$ cat config.mk
export PLATFORM = sky130hd
export DESIGN_NAME = aes_key_sched
export DESIGN_NICKNAME = d
export VERILOG_FILES = /design/src/hdl/aes_pkg.sv /design/src/hdl/aes_key_sched.sv
export SDC_FILE = /design/constraint.sdc
export NUM_CORES = 2
export LEC_CHECK = 0
export BUFFER_PORTS_ARGS = -buffer_cell sky130_fd_sc_hd__buf_2
export CAP_MARGIN = 15
export CORE_AREA = 2 2 597 599
export CTS_CLUSTER_DIAMETER = 150
export DETAILED_ROUTE_END_ITERATION = 8
export DIE_AREA = 0 0 599 601
export GPL_TIMING_DRIVEN = 0
export PLACE_DENSITY = 0.36
export SLEW_MARGIN = 20
export SYNTH_ARGS = -nofsm -noshare
export SYNTH_HDL_FRONTEND = slang
export SYNTH_SLANG_ARGS = --single-unit
export TNS_END_PERCENT = 50
$ cat constraint.sdc
create_clock -name clk -period 8.1 [get_ports clk]
set_clock_uncertainty 0.2 [all_clocks]
set_input_delay 2.43 -clock clk [delete_from_list [all_inputs] [get_ports clk]]
set_output_delay 2.43 -clock clk [all_outputs]
set_load 0.1 [all_outputs]
$ cat src/hdl/aes_pkg.sv
`default_nettype none
package aes_pkg;

  localparam int NumRounds = 10;
  localparam int KeyIdxW   = 1;

  typedef enum logic [KeyIdxW-1:0] {
    REG_KEY_HIGH = 1'b0,
    REG_KEY_LOW  = 1'b1
  } cfg_reg_t;

  typedef logic [127:0] block_t;

  typedef logic [7:0] sbox_arr_t [256];

  localparam sbox_arr_t SBOX = '{
    8'h63,8'h7c,8'h77,8'h7b,8'hf2,8'h6b,8'h6f,8'hc5,8'h30,8'h01,8'h67,8'h2b,8'hfe,8'hd7,8'hab,8'h76,
    8'hca,8'h82,8'hc9,8'h7d,8'hfa,8'h59,8'h47,8'hf0,8'had,8'hd4,8'ha2,8'haf,8'h9c,8'ha4,8'h72,8'hc0,
    8'hb7,8'hfd,8'h93,8'h26,8'h36,8'h3f,8'hf7,8'hcc,8'h34,8'ha5,8'he5,8'hf1,8'h71,8'hd8,8'h31,8'h15,
    8'h04,8'hc7,8'h23,8'hc3,8'h18,8'h96,8'h05,8'h9a,8'h07,8'h12,8'h80,8'he2,8'heb,8'h27,8'hb2,8'h75,
    8'h09,8'h83,8'h2c,8'h1a,8'h1b,8'h6e,8'h5a,8'ha0,8'h52,8'h3b,8'hd6,8'hb3,8'h29,8'he3,8'h2f,8'h84,
    8'h53,8'hd1,8'h00,8'hed,8'h20,8'hfc,8'hb1,8'h5b,8'h6a,8'hcb,8'hbe,8'h39,8'h4a,8'h4c,8'h58,8'hcf,
    8'hd0,8'hef,8'haa,8'hfb,8'h43,8'h4d,8'h33,8'h85,8'h45,8'hf9,8'h02,8'h7f,8'h50,8'h3c,8'h9f,8'ha8,
    8'h51,8'ha3,8'h40,8'h8f,8'h92,8'h9d,8'h38,8'hf5,8'hbc,8'hb6,8'hda,8'h21,8'h10,8'hff,8'hf3,8'hd2,
    8'hcd,8'h0c,8'h13,8'hec,8'h5f,8'h97,8'h44,8'h17,8'hc4,8'ha7,8'h7e,8'h3d,8'h64,8'h5d,8'h19,8'h73,
    8'h60,8'h81,8'h4f,8'hdc,8'h22,8'h2a,8'h90,8'h88,8'h46,8'hee,8'hb8,8'h14,8'hde,8'h5e,8'h0b,8'hdb,
    8'he0,8'h32,8'h3a,8'h0a,8'h49,8'h06,8'h24,8'h5c,8'hc2,8'hd3,8'hac,8'h62,8'h91,8'h95,8'he4,8'h79,
    8'he7,8'hc8,8'h37,8'h6d,8'h8d,8'hd5,8'h4e,8'ha9,8'h6c,8'h56,8'hf4,8'hea,8'h65,8'h7a,8'hae,8'h08,
    8'hba,8'h78,8'h25,8'h2e,8'h1c,8'ha6,8'hb4,8'hc6,8'he8,8'hdd,8'h74,8'h1f,8'h4b,8'hbd,8'h8b,8'h8a,
    8'h70,8'h3e,8'hb5,8'h66,8'h48,8'h03,8'hf6,8'h0e,8'h61,8'h35,8'h57,8'hb9,8'h86,8'hc1,8'h1d,8'h9e,
    8'he1,8'hf8,8'h98,8'h11,8'h69,8'hd9,8'h8e,8'h94,8'h9b,8'h1e,8'h87,8'he9,8'hce,8'h55,8'h28,8'hdf,
    8'h8c,8'ha1,8'h89,8'h0d,8'hbf,8'he6,8'h42,8'h68,8'h41,8'h99,8'h2d,8'h0f,8'hb0,8'h54,8'hbb,8'h16
  };

  function automatic logic [7:0] xtime(input logic [7:0] v);
    xtime = {v[6:0], 1'b0} ^ (v[7] ? 8'h1b : 8'h00);
  endfunction

  function automatic logic [31:0] sub_word(input logic [31:0] w);
    sub_word = {SBOX[w[31:24]], SBOX[w[23:16]], SBOX[w[15:8]], SBOX[w[7:0]]};
  endfunction

  // one round: state and key as four big-endian columns, column 0 in [127:96]
  function automatic block_t aes_round(input block_t st, input block_t rk, input logic mix);
    logic [7:0] b [4];
    logic [7:0] m [4];
    logic [7:0] all;
    block_t     res;
    res = '0;
    for (int c = 0; c < 4; c++) begin
      for (int r = 0; r < 4; r++) begin
        b[r] = SBOX[st[127 - 32*((c + r) % 4) - 8*r -: 8]];
      end
      all = b[0] ^ b[1] ^ b[2] ^ b[3];
      for (int r = 0; r < 4; r++) begin
        m[r] = mix ? (b[r] ^ all ^ xtime(b[r] ^ b[(r + 1) % 4])) : b[r];
      end
      res[127 - 32*c -: 32] = {m[0], m[1], m[2], m[3]} ^ rk[127 - 32*c -: 32];
    end
    aes_round = res;
  endfunction

endpackage
`default_nettype wire

$ cat src/hdl/aes_key_sched.sv
`default_nettype none
// Expands one round key per cycle after a key write or a reset; keys held in flops.
module aes_key_sched
  import aes_pkg::*;
(
  input  wire logic         clk,
  input  wire logic         rst_n,
  input  wire logic         start,
  input  wire logic [127:0] key,
  output logic              busy,
  output block_t            rkeys [NumRounds+1]
);

  block_t     rk_r [NumRounds+1];
  logic [3:0] cnt_r;
  logic [7:0] rcon_r;
  logic       busy_r;
  block_t     prev;
  block_t     nk;
  logic [31:0] t;

  always_comb begin
    prev = rk_r[cnt_r - 4'd1];
    t = sub_word({prev[23:0], prev[31:24]}) ^ {rcon_r, 24'h0};
    nk[127:96] = prev[127:96] ^ t;
    nk[95:64]  = prev[95:64]  ^ nk[127:96];
    nk[63:32]  = prev[63:32]  ^ nk[95:64];
    nk[31:0]   = prev[31:0]   ^ nk[63:32];
  end

  always_ff @(posedge clk) begin
    if (!rst_n || start) begin
      rk_r[0] <= rst_n ? key : '0;
      cnt_r   <= 4'd1;
      rcon_r  <= 8'h01;
      busy_r  <= 1'b1;
    end else if (busy_r) begin
      rk_r[cnt_r] <= nk;
      rcon_r      <= xtime(rcon_r);
      cnt_r       <= cnt_r + 4'd1;
      busy_r      <= (cnt_r != 4'(NumRounds));
    end
  end

  assign busy  = busy_r;
  assign rkeys = rk_r;

endmodule
`default_nettype wire

=== Yosys cells after proc, flatten, opt, wreduce, memory -nomap -nowiden ===
Memories as Yosys holds them, arrays and structs flattened.
Index checks and enable logic that the tools add are counted.

* Memory bits (read-only): 8,192
* Output and inout bits: 1,409
* Bits of input ports: 131
* Bits in registers: 1,421
* Memories kept: 4
* Logic and storage cells: 65

* Bitwise gates (word level): 13
* Eq/ne operators: 1
* Reduce and logical (&&, ||, !) cells: 5
* Magnitude comparators: 7
* Add/subtract/negate cells: 2
* Mux-type cells: 19

{| class="wikitable"
|+ Memories
! name !! words !! width !! read ports !! clocked after Yosys merged registers in !! wr ports !! RTL line !! RTL
|-
| (name not given) || 256 || 8 || 1 || 0 || 0 || aes_pkg.sv:40 || <nowiki>sub_word = {SBOX[w[31:24]], SBOX[w[23:16]], SBOX[w[15:8]], SBOX[w[7:0]]};</nowiki>
|-
| (name not given) || 256 || 8 || 1 || 0 || 0 || aes_pkg.sv:40 ||
|-
| (name not given) || 256 || 8 || 1 || 0 || 0 || aes_pkg.sv:40 ||
|-
| (name not given) || 256 || 8 || 1 || 0 || 0 || aes_pkg.sv:40 ||
|}

{| class="wikitable"
|+ Operator list
! operator !! count
|-
| $bwmux 1408 || 1
|-
| $mux 1408 || 1
|-
| $mux 128 || 5
|-
| $bmux 128 s4 || 1
|-
| $demux 128 s4 || 1
|-
| $xor 32x32->32 || 5
|-
| $mux 8 || 8
|-
| $ge 9x9->1 const B || 4
|-
| $not 8->9 || 4
|-
| $ge 5x5->1 const B || 2
|-
| $not 4->5 || 2
|-
| $xor 8x5->8 || 1
|-
| $lt 5x1->1 const B || 1
|-
| $mux 5 || 1
|-
| $add 4x1->4 const B || 1
|-
| $ne 4x4->1 const B || 1
|-
| $sub 4x1->4 const B || 1
|-
| $reduce_and 2->1 || 1
|-
| $reduce_bool 2->1 || 1
|-
| $logic_and 1x1->1 || 1
|-
| $logic_not 1->1 || 1
|-
| $logic_or 1x1->1 || 1
|-
| $mux 1 || 1
|-
| $not 1->1 || 1
|}

=== Longest topological paths before layout ===
* Depth in word-level cells: 17
* Gate-level depth with buffers: 34
* Gate-level depth less buffers: 20

=== Worst setup path after synthesis ===
OpenSTA, ideal clock, no wires.

* Kind: register to register
* Start point: register cnt_r[0]
* End point: register rk_r (netlist bit rkeys[1298]), data pin
* Setup slack: 0.079 ns
* Data required time: 7.644 ns
* Stages on the path, launching flop included: 34
* Library setup time: 0.256 ns
* Arrival: 7.565 ns
* Cell sequence: dfxtp_1 -> buf_4 -> clkinv_1 -> clkbuf_1 -> clkbuf_1 -> clkbuf_1 -> clkbuf_1 -> clkbuf_1 -> clkbuf_1 -> clkbuf_1 -> ha_1 -> buf_6 -> buf_6 -> buf_6 -> buf_4 -> buf_4 -> mux2i_1 -> nand2_1 -> a32o_1 -> buf_2 -> clkbuf_1 -> ha_1 -> clkbuf_1 -> inv_1 -> a221oi_1 -> a211o_1 -> o311ai_0 -> a21oi_1 -> a311oi_1 -> o311ai_2 -> xnor2_2 -> xor2_2 -> xnor2_1 -> a22o_1

* Word-level cells in the longest chain between the ends: 17
* Elaborated cells on any way between the ends: 23
* Those cells by class: 1 x add/sub; 2 x order compare; 10 x mux; 8 x bitwise; 1 x reduce/logical; 1 x memory

{| class="wikitable"
|+ RTL lines
! item !! RTL line !! RTL
|-
| from (decl) || aes_key_sched.sv:15 || <nowiki>logic [3:0] cnt_r;</nowiki>
|-
| from (signal assigned) || aes_key_sched.sv:40 || <nowiki>cnt_r <= cnt_r + 4'd1;</nowiki>
|-
| $sub 4x1->4 * || aes_key_sched.sv:23 || <nowiki>prev = rk_r[cnt_r - 4'd1];</nowiki>
|-
| $not 4->5 (not written as such) * || aes_key_sched.sv:23 ||
|-
| $bmux 128 s4 * || aes_key_sched.sv:23 ||
|-
| $mux 128 (not written as such) * (2 in series) || aes_key_sched.sv:23 ||
|-
| $not 8->9 (not written as such) || aes_pkg.sv:40 ||
|-
| $mem_v2 256x8 || -- ||
|-
| $mux 8 (not written as such) (2 in series) || aes_pkg.sv:40 ||
|-
| $xor 32x32->32 || aes_key_sched.sv:24 || <nowiki>t = sub_word({prev[23:0], prev[31:24]}) ^ {rcon_r, 24'h0};</nowiki>
|-
| [... 2 more ...] || -- ||
|-
| via nk[82] || aes_key_sched.sv:19 || <nowiki>block_t nk;</nowiki>
|-
| $xor 32x32->32 * || aes_key_sched.sv:27 || <nowiki>nk[63:32] = prev[63:32] ^ nk[95:64];</nowiki>
|-
| via nk[50] || aes_key_sched.sv:19 ||
|-
| $xor 32x32->32 * || aes_key_sched.sv:28 || <nowiki>nk[31:0] = prev[31:0] ^ nk[63:32];</nowiki>
|-
| via nk[18] || aes_key_sched.sv:19 ||
|-
| $bwmux 1408 * || aes_key_sched.sv:38 || <nowiki>rk_r[cnt_r] <= nk;</nowiki>
|-
| $mux 1408 * || aes_key_sched.sv:37 || <nowiki>end else if (busy_r) begin</nowiki>
|-
| $mux 128 * || aes_key_sched.sv:32 || <nowiki>if (!rst_n || start) begin</nowiki>
|-
| to (signal, indexed assignment) || aes_key_sched.sv:38 ||
|-
| to (decl) || aes_key_sched.sv:14 || <nowiki>block_t rk_r [NumRounds+1];</nowiki>
|}

Mark *: on every way through the listed nets, which the timed path passes. The rest lies on a longest branch. The select of a mux whose other input is x is not followed.
A chain may end at the register's enable or synchronous reset.

=== Final worst setup path ===
* Start point: register cnt_r[0]
* End point: register rk_r (netlist bit rkeys[901]), data pin

* Word-level cells in the longest chain between the ends: 15
* Elaborated cells on any way between the ends: 21
* Those cells by class: 1 x add/sub; 2 x order compare; 8 x mux; 8 x bitwise; 1 x reduce/logical; 1 x memory

{| class="wikitable"
|+ RTL lines
! item !! RTL line !! RTL
|-
| $sub 4x1->4 * || aes_key_sched.sv:23 ||
|-
| $not 4->5 (not written as such) * || aes_key_sched.sv:23 ||
|-
| $bmux 128 s4 * || aes_key_sched.sv:23 ||
|-
| $mux 128 (not written as such) * (2 in series) || aes_key_sched.sv:23 ||
|-
| $not 8->9 (not written as such) || aes_pkg.sv:40 ||
|-
| $mem_v2 256x8 || -- ||
|-
| $mux 8 (not written as such) (2 in series) || aes_pkg.sv:40 ||
|-
| $xor 32x32->32 || aes_key_sched.sv:24 ||
|-
| $xor 32x32->32 || aes_key_sched.sv:25 || <nowiki>nk[127:96] = prev[127:96] ^ t;</nowiki>
|-
| $xor 32x32->32 || aes_key_sched.sv:26 || <nowiki>nk[95:64] = prev[95:64] ^ nk[127:96];</nowiki>
|-
| $xor 32x32->32 || aes_key_sched.sv:27 ||
|-
| $xor 32x32->32 * || aes_key_sched.sv:28 ||
|-
| via nk[5] || aes_key_sched.sv:19 ||
|-
| $bwmux 1408 * || aes_key_sched.sv:38 ||
|}

Marked as above.

==> results.txt <==
EDFF count, synth - 1408
startpoint type of the worst setup path - register
Setup crit end kind - register
number of nets with antenna violations after detailed routing - 0
Most used DFF post-synth - sky130_fd_sc_hd__edfxtp_1
filler cell count - 36772
area of the mapped netlist - 73450 um^2
hold_ws - 0.3429 ns
capture instance of the worst register-to-register path - rkeys[901]$_DFFE_PP_
worst reg2reg setup slack - -0.04 ns
Worst VDD drop - 195.0 uV
cell type contributing the most total cell area after synthesis - sky130_fd_sc_hd__edfxtp_1
count of final max-slew check failures - 0
Worst-path clk slew - 0.05 ns
minimum period implied by the final worst setup slack - 8.145 ns
drt pass-1 iters - 6
data arrival time at the worst-slack endpoint - 8.66 ns
post-synthesis sequential element count - 1421
Critical Path Fanout Max - 13
most used cell, CP - sky130_fd_sc_hd__clkbuf_16
Clock Tree Root - sky130_fd_sc_hd__clkbuf_16
HPWL after DPL - 488700 um
Clock Sinks - 1421
hold-fix buffer count after cts - 0
Die Span X - 599 um
result of the run - finished with violations
initial cell density of the core - 0.2075
count of distinct cell types in the synthesized netlist - 126
Worst path max stage delay - 0.77 ns
fraction of the yosys area taken by sequential cells - 0.5792
average via count per standard cell - 5.589
capture point of the critical path - rkeys[901]$_DFFE_PP_
initial antenna violation count - 93
I/O pins - 1540
violated checks - setup timing
routed len/inst - 50.06 um
worst min path class - register to register
Iteration-0 DRC Markers - 9870
net count of the mapped netlist - 5741
peak clock frequency supported by timing - 0.1228 GHz
Inserted Clock Buffers - 176
ranking of synthesized cells by area - sky130_fd_sc_hd__edfxtp_1 58%, sky130_fd_sc_hd__mux4_2 6.8%, sky130_fd_sc_hd__mux2i_1 3.7%, sky130_fd_sc_hd__nand2_1 2.1%, sky130_fd_sc_hd__a21oi_1 2.0%
commonest non-fill, non-tap cells in the layout - 1682 x sky130_fd_sc_hd__buf_2, 1408 x sky130_fd_sc_hd__edfxtp_1, 393 x sky130_fd_sc_hd__nand2_1
clock tree from TritonCTS - built
detailed-route wire length - 626700 um
vias in the first global route - 66260
Core Box Area - 354000 um^2
routed via count - 69975
Max-Cap Viols - 0
area share of the largest cell type after synthesis - 0.5756
crit path launch - cnt_r[0]$_SDFFE_PN1P_
fraction of synthesis flops using an asynchronous set or reset pin - 0
total power draw - 40130 uW
final core utilization - 0.2882
worst r2r src - cnt_r[0]$_SDFFE_PN1P_
Worst Path Required - 8.61 ns
die area - 360000 um^2
overall track demand over capacity in global routing - 0.3359
htree depth - 4
Lkg Pwr - 0.03742 uW
kind of critical path - register to register
Clk Latency, worst-skew pair - 0.95 ns
Post-route DRC - 0
worst max-slew margin expressed relative to the limit - 0.06165
maximum count of clock buffers along a single path - 4
pre-CTS worst setup slack - -8.547 ns
final setup fails - 11
number of standard-cell rows in the floorplan - 219
count of buffers inserted at the top-level ports - 1539
final layout net count - 7782
commonest non-fill, non-tap cell in the layout - sky130_fd_sc_hd__buf_2
die height - 601 um
fraction of layout cells with a size suffix above 1 - 0.4255
largest net degree at the start of global routing - 37
Final Worst Setup Slack - -0.04477 ns
final number of hold-violating endpoints - 0
cell area power density - 393.3 nW/um^2
Avg Inst Size Synth - 13.24 um^2
synthesized netlist cell count - 5549
area grow syn2layout - 38.91%
GPL Wtd Cong - 0.9820
Yosys warning total - 0
global-route wire length before repair - 784500 um
final period utilization - 1.006
R2R cell count - 30
overall overflow remaining after global route - 0
slew at the pin closest to its max-slew limit - 1.396 ns
Worst path slowest cell - sky130_fd_sc_hd__o41ai_4
-- cell type report --
| cell class | count | area, um^2 | area share |
|---|---|---|---|
| antenna | 40 | 100.1 | 0.0009811 |
| buffer | 483 | 3531 | 0.03461 |
| clock buffer | 208 | 4524 | 0.04434 |
| clock inverter | 109 | 1165 | 0.01142 |
| inverter | 67 | 314.1 | 0.003078 |
| multi-input combinational | 3562 | 31330 | 0.3070 |
| sequential | 1421 | 42540 | 0.4170 |
| tap | 4751 | 5944 | 0.05826 |
| timing repair buffer | 1879 | 12580 | 0.1233 |
-- flip-flops by register name (all words and copies together) (netlist names) --
register	cells
rkeys	1408
rcon_r	8
busy	1
cnt_r	4
-- per-layer routing --
| layer | wire, um | up-vias | global-route usage |
|---|---|---|---|
| met3 | 53360 | 1021 | 0.08418 |
| met5 | 232 | - | 0 |
| met1 | 241300 | 37748 | 0.4091 |
| met2 | 293400 | 4723 | 0.5505 |
| met4 | 38420 | 36 | 0.1651 |
| li1 | - | 26447 | - |
-- critical path, delay by kind of cell, from the launching register on --
kind	cells	cell delay (ns)
AO/OA/AOI/OAI	6	2.35
buffers and inverters	17	3.40
XOR/XNOR	3	0.63
AND/OR/NAND/NOR	2	0.42
flip-flops	1	0.36
adder cells (fa/ha/maj)	2	0.44
-- report_power, final --
group          total, uW  internal [uW]  leakage (uW)  switching [uW]
registers          11000          10800        0.0131             227
logic              21000           5960        0.0216           15000
clock network       8140           4570       0.00276            3570
total              40100          21300        0.0374           18800
-- per-stage QoR --
step / setup TNS (ns) / cell area [um^2] / cells
2_1_floorplan: 0 / 73450 / 5549
3_3_place_gp: - / 87100 / 11839
3_5_place_dp: -8669.54 / 91130 / 11988
4_1_cts: -0.1153 / 101400 / 12460
5_1_grt: -0.03535 / 102000 / 12503
6_report: -0.3529 / 102000 / 12520
-- cells in the mapped netlist (21+ instances only) --
| library cell | number |
|---|---|
| sky130_fd_sc_hd__xnor2_1 | 123 |
| sky130_fd_sc_hd__buf_1 | 38 |
| sky130_fd_sc_hd__a22oi_1 | 34 |
| sky130_fd_sc_hd__clkbuf_1 | 164 |
| sky130_fd_sc_hd__and2_1 | 26 |
| sky130_fd_sc_hd__a21oi_1 | 292 |
| sky130_fd_sc_hd__inv_1 | 56 |
| sky130_fd_sc_hd__a221oi_1 | 47 |
| sky130_fd_sc_hd__nand3_1 | 132 |
| sky130_fd_sc_hd__buf_6 | 27 |
| sky130_fd_sc_hd__xor2_1 | 36 |
| sky130_fd_sc_hd__a211o_1 | 21 |
| sky130_fd_sc_hd__ha_1 | 61 |
| sky130_fd_sc_hd__o221ai_1 | 34 |
| sky130_fd_sc_hd__mux4_2 | 222 |
| sky130_fd_sc_hd__a22o_1 | 109 |
| sky130_fd_sc_hd__o31ai_1 | 34 |
| sky130_fd_sc_hd__mux2i_1 | 271 |
| sky130_fd_sc_hd__a31oi_1 | 75 |
| sky130_fd_sc_hd__o22ai_1 | 33 |
| sky130_fd_sc_hd__xnor2_2 | 26 |
| sky130_fd_sc_hd__nor3_1 | 117 |
| sky130_fd_sc_hd__o22a_1 | 26 |
| sky130_fd_sc_hd__o211ai_1 | 112 |
| sky130_fd_sc_hd__o311ai_0 | 66 |
| sky130_fd_sc_hd__buf_2 | 193 |
| sky130_fd_sc_hd__mux2_2 | 30 |
| sky130_fd_sc_hd__edfxtp_1 | 1408 |
| sky130_fd_sc_hd__o21ai_0 | 242 |
| sky130_fd_sc_hd__a311oi_1 | 60 |
| sky130_fd_sc_hd__nand2_1 | 403 |
| sky130_fd_sc_hd__buf_4 | 77 |
| sky130_fd_sc_hd__nor2_1 | 332 |
| sky130_fd_sc_hd__a211oi_1 | 110 |
| sky130_fd_sc_hd__o2111ai_1 | 21 |
-- how the worst min path moves through the flow --
stage | from | cells past startpoint | end
after detailed placement | rcon_r[1]$_SDFFE_PN0P_ | 2 | rcon_r[1]$_SDFFE_PN0P_
after global routing | rcon_r[3]$_SDFFE_PN0P_ | 2 | rcon_r[3]$_SDFFE_PN0P_
after CTS | rcon_r[1]$_SDFFE_PN0P_ | 2 | rcon_r[1]$_SDFFE_PN0P_
final | rcon_r[1]$_SDFFE_PN0P_ | 2 | rcon_r[1]$_SDFFE_PN0P_
after global placement | rcon_r[4]$_SDFFE_PN0P_ | 2 | rcon_r[4]$_SDFFE_PN0P_
after floorplan | rcon_r[1]$_SDFFE_PN0P_ | 2 | rcon_r[1]$_SDFFE_PN0P_
-- kinds of logic after synthesis --
group / share of synthesized area
mux: 0.1118
xor+xnor: 0.02889
simple gates: 0.07207
flops: 0.5792
compound gates: 0.1587
fa+ha+maj: 0.01039
buf+inv: 0.03898
-- what timing repair did --
item	4_1_cts	5_1_grt
endpoints found under the setup margin	1409	463
cloned	1	0
gates resized for setup	629	69
setup buffers	168	22
pin swaps	78	16
Power figures use the tool's default switching activity.
